### src/design/ipid_pkg.sv
// Shared types and constants of the incremental PID controller with clamped drive.
package ipid_pkg;

  localparam int DATA_W    = 16;
  localparam int CFG_IDX_W = 3;

  // Configuration register indexes.
  typedef enum logic [CFG_IDX_W-1:0] {
    IDX_SETPOINT = 3'd0,
    IDX_KP_GAIN  = 3'd1,
    IDX_KI_GAIN  = 3'd2,
    IDX_KD_GAIN  = 3'd3,
    IDX_OUT_MIN  = 3'd4,
    IDX_OUT_MAX  = 3'd5
  } cfg_idx_t;

  localparam logic [DATA_W-1:0] RST_SETPOINT = 16'd50;
  localparam logic [DATA_W-1:0] RST_KP_GAIN  = 16'd768;
  localparam logic [DATA_W-1:0] RST_KI_GAIN  = 16'd77;
  localparam logic [DATA_W-1:0] RST_KD_GAIN  = 16'd26;
  localparam logic [DATA_W-1:0] RST_OUT_MIN  = 16'd10;
  localparam logic [DATA_W-1:0] RST_OUT_MAX  = 16'd1000;

  typedef struct packed {
    logic [DATA_W-1:0] setpoint;
    logic [DATA_W-1:0] kp_gain;
    logic [DATA_W-1:0] ki_gain;
    logic [DATA_W-1:0] kd_gain;
    logic [DATA_W-1:0] out_min;
    logic [DATA_W-1:0] out_max;
  } cfg_t;

endpackage

### src/design/incremental_pid_clamped.sv
// Top level of the incremental PID controller with clamped drive output.
// A beat passes through the input register, then the drive register.
// Throughput: one beat per cycle while out_tready is high, set by the loop
// that forms error, three gain products and clamp and feeds the drive back.
// Reset (rst_n low, synchronous): configuration registers take their reset
// values, error history and previous drive clear to zero, no beat is held.
module incremental_pid_clamped #(
  parameter int SAMPLE_BITS    = 16,
  parameter int GAIN_FRAC_BITS = 8
) (
  input  logic                           clk,
  input  logic                           rst_n,
  // Input stream.
  input  logic                           in_tvalid,
  output logic                           in_tready,
  input  logic [ipid_pkg::DATA_W-1:0]    in_tdata,   // [15:0] measured
  // Result stream.
  output logic                           out_tvalid,
  input  logic                           out_tready,
  output logic [ipid_pkg::DATA_W-1:0]    out_tdata,  // [15:0] drive
  // Configuration write port.
  input  logic                           cfg_we,
  input  logic [ipid_pkg::CFG_IDX_W-1:0] cfg_addr,
  input  logic [ipid_pkg::DATA_W-1:0]    cfg_wdata
);
  import ipid_pkg::*;

  cfg_t              cfg;
  logic              in_valid_r;
  logic              in_valid_nxt;
  logic [DATA_W-1:0] meas_r;
  logic              out_valid_r;
  logic              out_valid_nxt;
  logic              in_beat;
  logic              advance;

  ipid_cfg_regs u_cfg (
    .clk       (clk),
    .rst_n     (rst_n),
    .cfg_we    (cfg_we),
    .cfg_addr  (cfg_addr),
    .cfg_wdata (cfg_wdata),
    .cfg       (cfg)
  );

  // The sample held in the input register moves into the result stage when
  // the result register is empty or its beat is being taken this cycle.
  // The drive register inside the core is the result register: it only
  // changes on such a move, so it holds steady while a result waits.
  assign advance   = in_valid_r && (!out_valid_r || out_tready);
  assign in_tready = !in_valid_r || advance;
  assign in_beat   = in_tvalid && in_tready;

  always_comb begin
    in_valid_nxt = in_valid_r;
    if (in_beat) begin
      in_valid_nxt = 1'b1;
    end else if (advance) begin
      in_valid_nxt = 1'b0;
    end
  end

  always_comb begin
    out_valid_nxt = out_valid_r;
    if (advance) begin
      out_valid_nxt = 1'b1;
    end else if (out_tready) begin
      out_valid_nxt = 1'b0;
    end
  end

  always_ff @(posedge clk) begin
    if (!rst_n) begin
      in_valid_r  <= 1'b0;
      out_valid_r <= 1'b0;
    end else begin
      in_valid_r  <= in_valid_nxt;
      out_valid_r <= out_valid_nxt;
    end
  end

  // Sample payload carries no reset.
  always_ff @(posedge clk) begin
    if (in_beat) begin
      meas_r <= in_tdata;
    end
  end

  ipid_core #(
    .SAMPLE_BITS    (SAMPLE_BITS),
    .GAIN_FRAC_BITS (GAIN_FRAC_BITS)
  ) u_core (
    .clk   (clk),
    .rst_n (rst_n),
    .step  (advance),
    .meas  (meas_r),
    .cfg   (cfg),
    .drive (out_tdata)
  );

  assign out_tvalid = out_valid_r;

endmodule

### src/design/ipid_cfg_regs.sv
// Configuration register file of the incremental PID controller.
module ipid_cfg_regs (
  input  logic                           clk,
  input  logic                           rst_n,
  input  logic                           cfg_we,
  input  logic [ipid_pkg::CFG_IDX_W-1:0] cfg_addr,
  input  logic [ipid_pkg::DATA_W-1:0]    cfg_wdata,
  output ipid_pkg::cfg_t                 cfg
);
  import ipid_pkg::*;

  cfg_t cfg_r;
  cfg_t cfg_nxt;

  always_comb begin
    cfg_nxt = cfg_r;
    if (cfg_we) begin
      unique case (cfg_idx_t'(cfg_addr))
        IDX_SETPOINT: cfg_nxt.setpoint = cfg_wdata;
        IDX_KP_GAIN:  cfg_nxt.kp_gain  = cfg_wdata;
        IDX_KI_GAIN:  cfg_nxt.ki_gain  = cfg_wdata;
        IDX_KD_GAIN:  cfg_nxt.kd_gain  = cfg_wdata;
        IDX_OUT_MIN:  cfg_nxt.out_min  = cfg_wdata;
        IDX_OUT_MAX:  cfg_nxt.out_max  = cfg_wdata;
        default:      cfg_nxt          = cfg_r;
      endcase
    end
  end

  always_ff @(posedge clk) begin
    if (!rst_n) begin
      cfg_r.setpoint <= RST_SETPOINT;
      cfg_r.kp_gain  <= RST_KP_GAIN;
      cfg_r.ki_gain  <= RST_KI_GAIN;
      cfg_r.kd_gain  <= RST_KD_GAIN;
      cfg_r.out_min  <= RST_OUT_MIN;
      cfg_r.out_max  <= RST_OUT_MAX;
    end else begin
      cfg_r <= cfg_nxt;
    end
  end

  assign cfg = cfg_r;

endmodule

### src/design/ipid_core.sv
// Error history, PID increment and clamped drive register of the controller.
module ipid_core #(
  parameter int SAMPLE_BITS    = 16,
  parameter int GAIN_FRAC_BITS = 8
) (
  input  logic                        clk,
  input  logic                        rst_n,
  input  logic                        step,
  input  logic [ipid_pkg::DATA_W-1:0] meas,
  input  ipid_pkg::cfg_t              cfg,
  output logic [ipid_pkg::DATA_W-1:0] drive
);
  import ipid_pkg::*;

  localparam int XW  = (SAMPLE_BITS > DATA_W) ? SAMPLE_BITS : DATA_W;
  localparam int EW  = SAMPLE_BITS + 1;
  localparam int D1W = EW + 1;
  localparam int D2W = EW + 2;
  localparam int GW  = DATA_W + 1;
  localparam int PW  = GW + D2W;
  localparam int SW  = PW + 2;
  localparam int NW  = SW + 1;

  logic [XW-1:0]          sp_x;
  logic [XW-1:0]          meas_x;
  logic [SAMPLE_BITS-1:0] sp_s;
  logic [SAMPLE_BITS-1:0] meas_s;
  logic signed [EW-1:0]   e0_nxt;
  logic signed [EW-1:0]   err_now_r;
  logic signed [EW-1:0]   err_prev_r;
  logic signed [EW-1:0]   err_prev2_r;
  logic signed [D1W-1:0]  d1;
  logic signed [D2W-1:0]  d2;
  logic signed [GW-1:0]   kp_s;
  logic signed [GW-1:0]   ki_s;
  logic signed [GW-1:0]   kd_s;
  logic signed [PW-1:0]   p_term;
  logic signed [PW-1:0]   i_term;
  logic signed [PW-1:0]   d_term;
  logic signed [SW-1:0]   sum;
  logic signed [SW-1:0]   inc;
  logic signed [NW-1:0]   next;
  logic signed [NW-1:0]   lim_max;
  logic signed [NW-1:0]   lim_min;
  logic signed [NW-1:0]   hi_cl;
  logic signed [NW-1:0]   lo_cl;
  logic [DATA_W-1:0]      last_drive_r;
  logic [DATA_W-1:0]      last_drive_nxt;

  // Both operands are reduced to the sample width before the subtract.
  assign sp_x   = XW'(cfg.setpoint);
  assign meas_x = XW'(meas);
  assign sp_s   = sp_x[SAMPLE_BITS-1:0];
  assign meas_s = meas_x[SAMPLE_BITS-1:0];
  assign e0_nxt = $signed({1'b0, sp_s}) - $signed({1'b0, meas_s});

  // The incoming error is e0, the stored newest error becomes e1, and so on.
  assign d1 = D1W'(e0_nxt) - D1W'(err_now_r);
  assign d2 = D2W'(e0_nxt) - (D2W'(err_now_r) <<< 1) + D2W'(err_prev_r);

  assign kp_s = $signed({1'b0, cfg.kp_gain});
  assign ki_s = $signed({1'b0, cfg.ki_gain});
  assign kd_s = $signed({1'b0, cfg.kd_gain});

  assign p_term = PW'(kp_s) * PW'(d1);
  assign i_term = PW'(ki_s) * PW'(e0_nxt);
  assign d_term = PW'(kd_s) * PW'(d2);

  assign sum = SW'(p_term) + SW'(i_term) + SW'(d_term);
  assign inc = sum >>> GAIN_FRAC_BITS;

  assign next    = NW'(inc) + NW'($signed({1'b0, last_drive_r}));
  assign lim_max = NW'($signed({1'b0, cfg.out_max}));
  assign lim_min = NW'($signed({1'b0, cfg.out_min}));

  // Upper bound first, lower bound last, so inverted bounds yield out_min.
  assign hi_cl          = (next > lim_max) ? lim_max : next;
  assign lo_cl          = (hi_cl < lim_min) ? lim_min : hi_cl;
  assign last_drive_nxt = lo_cl[DATA_W-1:0];

  always_ff @(posedge clk) begin
    if (!rst_n) begin
      err_now_r    <= '0;
      err_prev_r   <= '0;
      err_prev2_r  <= '0;
      last_drive_r <= '0;
    end else if (step) begin
      err_now_r    <= e0_nxt;
      err_prev_r   <= err_now_r;
      err_prev2_r  <= err_prev_r;
      last_drive_r <= last_drive_nxt;
    end
  end

  assign drive = last_drive_r;

endmodule

### config.mk
export PLATFORM = sky130hd
export DESIGN_NAME = incremental_pid_clamped
export DESIGN_NICKNAME = d
export VERILOG_FILES = /design/src/design/ipid_pkg.sv /design/src/design/incremental_pid_clamped.sv /design/src/design/ipid_cfg_regs.sv /design/src/design/ipid_core.sv
export SDC_FILE = /design/constraint.sdc
export NUM_CORES = 2
export LEC_CHECK = 0
export ABC_AREA = 1
export BUFFER_PORTS_ARGS = -buffer_cell sky130_fd_sc_hd__buf_4
export CAP_MARGIN = 25
export CORE_MARGIN = 8
export CORE_UTILIZATION = 45
export CTS_BUF_LIST = sky130_fd_sc_hd__clkbuf_2 sky130_fd_sc_hd__clkbuf_4 sky130_fd_sc_hd__clkbuf_8
export CTS_CLUSTER_SIZE = 16
export DETAILED_ROUTE_END_ITERATION = 10
export GPL_TIMING_DRIVEN = 1
export REMOVE_ABC_BUFFERS = 1
export SYNTH_ARGS = -nofsm -noshare
export SYNTH_HDL_FRONTEND = slang
export SYNTH_HIERARCHICAL = 1
export SYNTH_SLANG_ARGS = --single-unit
### constraint.sdc
create_clock -name clk -period 14.95 [get_ports clk]
set_input_delay 2.99 -clock clk [delete_from_list [all_inputs] [get_ports clk]]
set_output_delay 2.99 -clock clk [all_outputs]
set_load 0.01 [all_outputs]
======== Yosys cells after proc, flatten, opt, wreduce, memory -nomap -nowiden ========
Index checks and enable logic that the tools add are counted.
word-level totals
  memories kept ........................... 0
  memory bits (read-only) ................. 0
  bits in latches ......................... 0
  bits in writable memories ............... 0
  logic and storage cells ................. 50
  output and inout bits ................... 18
  bits in registers ....................... 164
operators by class
  multipliers ............................. 3
  reductions and logical operators ........ 15
  div/mod/pow operators ................... 0
  bitwise logic cells ..................... 0
  equality and inequality tests ........... 5
  mux-type cells .......................... 6
  add/sub/neg operators ................... 7
  magnitude comparators ................... 2
  shift-type cells ........................ 0
operator list
  operator              number
  $gt A39 B17 Y1        1
  $lt A39 B17 Y1        1
  $mux W39              1
  $add A36 B36 Y37      1
  $add A35 B34 Y36      1
  $mul A17 B19 Y36      1
  $mul A17 B18 Y35      1
  $mul A17 B17 Y34      1
  $add A30 B17 Y31      1
  $add A19 B17 Y19      1
  $sub A17 B18 Y19      1
  $sub A17 B17 Y18      1
  $sub A16 B16 Y17      1
  $mux W16              1
  $reduce_and A2 Y1     6
  $eq A3 B2 Y1 const B  2
  $eq A3 B3 Y1 const B  2
  $mux W1               4
  $reduce_bool A2 Y1    2
  $eq A3 B1 Y1 const B  1
  $logic_not A3 Y1      1
  $logic_and A1 B1 Y1   2
  $logic_not A1 Y1      2
  $logic_or A1 B1 Y1    2

======== Depth between registers and ports, before layout ========
  word-level depth ........................ 10
  gate-level depth with buffers ........... 100
  mapped depth without buffers ............ 97

======== Modules after synthesis ========
Netlist, hierarchy kept.
by module, submodules not included
  module                   cells an instance  area an instance (µm²)  instances
  ipid_core                4879               38983.6                 1
  ipid_cfg_regs            536                3804.9                  1
  incremental_pid_clamped  29                 575.6                   1

======== Worst setup path before layout ========
Ideal clock, no wire load.
  kind .................................... register to register
  from .................................... register u_cfg.cfg_r (netlist bit u_cfg/cfg[80])
  to ...................................... register u_core.last_drive_r[0] (netlist: u_core/drive[0])
  path slack .............................. -61 ps
  clock period less this slack ............ 15011 ps
  buffers on the path ..................... 4
  arrival ................................. 14879 ps
  cell stages (with the launch flop) ...... 93
  path through ............................ dfxtp_1 > inv_1 > ha_1 > inv_1 > fa_1 > nand2_1 > inv_1 > o21ai_0 > nand2_1 > a21oi_1 > o21bai_1 > nand2_1 > nand2_1 > a21oi_1 > or2_2 > nand2_1 > a21oi_1 > or2_2 > (+57 left out) > nand2_4 > clkbuf_1 > nand2_1 > o21ai_0 > ha_1 > a21oi_1 > nor2_1 > a211oi_1 > o221ai_1 > nand3_1 > nand2_1 > nor2_2 > nand2_4 > nand2_4 > buf_6 > nand2_1 > nand3_1 > a21oi_1
between the ends
  word-level cells in the longest chain between the ends .. 10
  elaborated cells on any way between the ends .. 14
  classes of those cells .................. add/sub: 7; mul: 3; order compare: 2; mux: 2
ends and longest elaborated chain
  what                                                  line                              text
  from (decl)                                           ipid_cfg_regs.sv:12               cfg_t cfg_r;
  from (signal assigned)                                ipid_cfg_regs.sv:39               cfg_r <= cfg_nxt;
  $sub A16 B16 Y17 (*)                                  ipid_core.sv:55                   assign e0_nxt = $signed({1'b0, sp_s}) - $signed({1'b0, meas_s});
  net u_core.e0_nxt[16]                                 ipid_core.sv:28                   logic signed [EW-1:0] e0_nxt;
  $sub A17 B17 Y18 or $sub A17 B18 Y19 (tied branches)  ipid_core.sv:58, ipid_core.sv:59
  $mul A17 B18 Y35 or $add A19 B17 Y19 (tied branches)  ipid_core.sv:65, ipid_core.sv:59
  $add A35 B34 Y36 or $mul A17 B19 Y36 (tied branches)  ipid_core.sv:69, ipid_core.sv:67
  $add A36 B36 Y37 (*)                                  ipid_core.sv:69                   assign sum = SW'(p_term) + SW'(i_term) + SW'(d_term);
  $add A30 B17 Y31 (*)                                  ipid_core.sv:72                   assign next = NW'(inc) + NW'($signed({1'b0, last_drive_r}));
  $gt A39 B17 Y1                                        ipid_core.sv:77                   assign hi_cl = (next > lim_max) ? lim_max : next;
  $mux W39 (*)                                          ipid_core.sv:77
  $lt A39 B17 Y1                                        ipid_core.sv:78                   assign lo_cl = (hi_cl < lim_min) ? lim_min : hi_cl;
  $mux W16 (*)                                          ipid_core.sv:78
  to (signal assigned)                                  ipid_core.sv:91                   last_drive_r <= last_drive_nxt;
  to (decl)                                             ipid_core.sv:47                   logic [DATA_W-1:0] last_drive_r;
The timed path passes the listed nets; every way through them passes the cells marked *.
A chain may end at the register's enable or synchronous reset.

======== Final worst setup path ========
  from .................................... register meas_r[0]
  to ...................................... register u_core.last_drive_r[5] (netlist: u_core/drive[5])
between the ends
  word-level cells in the longest chain between the ends .. 10
  elaborated cells on any way between the ends .. 14
  classes of those cells .................. add/sub: 7; mul: 3; order compare: 2; mux: 2
ends and longest elaborated chain
  what                                                  line                              text
  from (decl)                                           incremental_pid_clamped.sv:31     logic [DATA_W-1:0] meas_r;
  from (signal assigned)                                incremental_pid_clamped.sv:85     meas_r <= in_tdata;
  $sub A16 B16 Y17 (*)                                  ipid_core.sv:55
  net u_core.e0_nxt[12]                                 ipid_core.sv:28
  $sub A17 B17 Y18 or $sub A17 B18 Y19 (tied branches)  ipid_core.sv:58, ipid_core.sv:59
  $mul A17 B18 Y35 or $add A19 B17 Y19 (tied branches)  ipid_core.sv:65, ipid_core.sv:59
  $add A35 B34 Y36 or $mul A17 B19 Y36 (tied branches)  ipid_core.sv:69, ipid_core.sv:67
  $add A36 B36 Y37 (*)                                  ipid_core.sv:69
  $add A30 B17 Y31 (*)                                  ipid_core.sv:72
  $gt A39 B17 Y1                                        ipid_core.sv:77
  $mux W39 (*)                                          ipid_core.sv:77
  $lt A39 B17 Y1                                        ipid_core.sv:78
  $mux W16 (*)                                          ipid_core.sv:78
Marks and branches as above.

==> metrics.txt <==
DRT antenna net count 0; Ports 58; CTS Buf Count 17; Vias 35400; Slew Viols, Final 0; Clock Tree Buf Depth 2; Netlist Area Pre-Place 0.0434 sq mm; Yosys reg bits 164; Setup Skew 0.0255 ns; Req. time, crit path roughly 15 ns; Synth Warn # 6; CTS tree done; Final WS setup -0.0251 ns; worst-path fanout max 16; CTS H-Tree Depth 4; CP max stage cell fa_2; Residual DRC 0; Starting Density 45.1%; worst r2r src meas_r[0]$_DFFE_PP_; Slowest Stage Delay on Critical Path 0.60 ns; post-synthesis instance total 5444; vias in the first global route approximately 37000; synth unique cells 44; final wirelength 138000 microns; total track usage 26.2%; cell mode on critical path nand2_1; FF-to-FF path depth 82; crit path time final 14.98 ns; Setup CP Type reg2reg; via/cell ratio roughly 5.0; area grow syn2layout 14.6%; post-synth top area share 44.5%; share of cells above drive strength 1 14.3%; violation count after the first detailed-route iteration 2650; synth top area cells fa_1 45%, inv_1 13%, ha_1 10%; Worst-Margin Slew 1.03 ns; Slew headroom 30.6%; clk sink count ~160; drt wl/cell 19.5 microns; hold path cells 2; Die H approximately 330 microns; status complete, but fails checks; sequential-to-total area share from yosys stat 7.94%; port bufs 57; worst hold path class reg2reg; clk_lat worst skew 0.55 ns; CTS clock-pin slew for the worst setup and hold paths 0.11 ns; Post-Syn Area per Cell 7.97 sq um; max-capacitance violation count 0; CP Data Arrival Time 15.44 ns; worst slack, placed -0.580 ns; root buffer cell clkbuf_8; nets 7146; RSZ-0062 raised after global routing yes; Pre-antenna DRT Iters 6; area leader, netlist fa_1; initial antenna violation count 2; grt ovf 0; Die Footprint 0.107 sq mm; Crit. End Element flop; Worst Setup Start Kind flop; failing checks setup timing; maximum clock frequency between 60 and 70 MHz; first-pass GRT wire length ~220000 microns; count of final hold-check violations 0; largest net degree at the start of global routing 73; overall die width 326 microns; CP startpoint meas_r[0]$_DFFE_PP_; Filler cells 9340; Setup Viol. Count Final 7; core area around 0.096 sq mm; Worst Hold Launch u_cfg/cfg[3]$_SDFFE_PN1P_; DP HPWL 121000 microns; row cnt 114; final hold slack 0.480 ns; fin crit share 100%; Final Wtd Congestion 0.956
==> layout by cell type (no fill, tap or decap), types with 7 or more instances in the layout <==
master    netlist  layout
ha_1          353     326
xnor2_1        22      19
nor2_1        592     576
o21ai_1         7      22
a21oi_1       153     113
edfxtp_1       16      16
o21bai_1       11      11
o21ai_2         1      11
fa_2            0      17
clkinv_1       18      17
fa_1          964     947
a21oi_2         1      36
nand2_1      1066     998
nor2_4          8      17
nor2_2          8      15
clkbuf_8        0      18
nand2_2        14      63
dfxtp_1       148     147
xor2_2          0       7
nand3_2         4      10
buf_4          14     458
o21ai_0        79      53
ha_4            0      26
xor2_1         36      29
nand2_4         4      20
inv_2          10      37
buf_6           1      13
inv_1        1523    1493
nand3_1       175     167
or2_4           0       7
or2_2          33      26
==> critical path: cells and delay by family, from the launching register on <==
family          cells  cell delay, ns
compound gates      9            1.20
xor+xnor            2            0.34
fa+ha+maj          17            7.07
buf+inv            13            1.38
flops               1            0.40
simple gates       41            4.48
==> final timing paths <==
path	to	slack, ns
setup / recovery	u_core/drive[5]$_SDFFE_PN0P_	-0.03
hold / removal	u_cfg/cfg[3]$_SDFFE_PN1P_	0.48
hold reg to reg	u_cfg/cfg[3]$_SDFFE_PN1P_	0.48
setup reg to reg	u_core/drive[5]$_SDFFE_PN0P_	-0.03
==> through the flow <==
stage | setup TNS, ns | std cells | area [sq um] | utilization [%]
finish | -0.0896 | 7080 | 49700 | 51.7
global placement | -7.79 | 6993 | 47600 | 49.5
CTS | 0 | 7054 | 48800 | 50.7
global route | -13.15 | 7079 | 49700 | 51.7
floorplan | -2.41 | 5292 | 42700 | -
detailed placement | -9.05 | 6995 | 47600 | 49.5
==> what timing repair did <==
item	in CTS	in global routing
cloned	1	0
setup endpoints to repair	16	16
pin swaps	61	165
hold buffers	0	0
buffers inserted	26	24
resized for setup	143	183
==> state kept, by name, summed over array words and instances (netlist names) <==
name / count
u_core/err_prev_r: 17
out_tvalid: 1
in_valid_r: 1
u_core/err_now_r: 17
u_cfg/cfg: 96
meas_r: 16
u_core/drive: 16
==> metal layers <==
metal | global-route usage [%] | vias to the layer above | part of all wire (%) | wire, microns
li1 | - | 16300 | - | -
met1 | 36.7 | 17700 | 43 | 59700
met2 | 41.8 | 1175 | 46 | 63300
met3 | 3.91 | 206 | 7.1 | 9720
met4 | 8.19 | 0 | 3.6 | 4980
met5 | 0 | - | 0 | 0
==> cell families after synthesis <==
| logic type | Yosys count | share of synthesized area (%) |
|---|---|---|
| and+or+nand+nor | 1931 | 18.0 |
| buffers and inverters | 1703 | 14.9 |
| adders and majority gates | 1317 | 54.7 |
| AOI/OAI and AO/OA | 271 | 3.31 |
| DFF | 164 | 7.94 |
| xor gates and xnor gates | 58 | 1.17 |
==> synth_stat cells (all sizes together) <==
master     n
nor3       9
edfxtp    16
o21a       3
a21oi    154
inv     1533
or2       33
a21o       2
and2       2
ha       353
a21boi     2
dfxtp    148
xor2      36
nor2     608
a211oi     4
nand4      6
a22oi      2
a31oi      4
o41ai      1
buf       46
nand3b     3
clkinv    18
o221ai     1
o21bai    11
xnor2     22
and3       2
nor4       5
nand2   1084
fa       964
clkbuf   106
o21ai     87
nand3    179
==> cell type report <==
type                            count  area (sq um)  area share [%]
Antenna cell                        2          5.00          0.0101
Clock buffer                       19           255           0.514
Clock inverter                     13           170           0.342
Inverter                         1551          5830            11.7
Multi-Input combinational cell   3578         34700            69.8
Sequential cell                   164          3440            6.93
Tap cell                         1276          1600            3.21
Timing Repair Buffer              477          3710            7.46
Power is not shown: default switching activity piles up to over one toggle a cycle in this logic, so the estimate is an artifact.
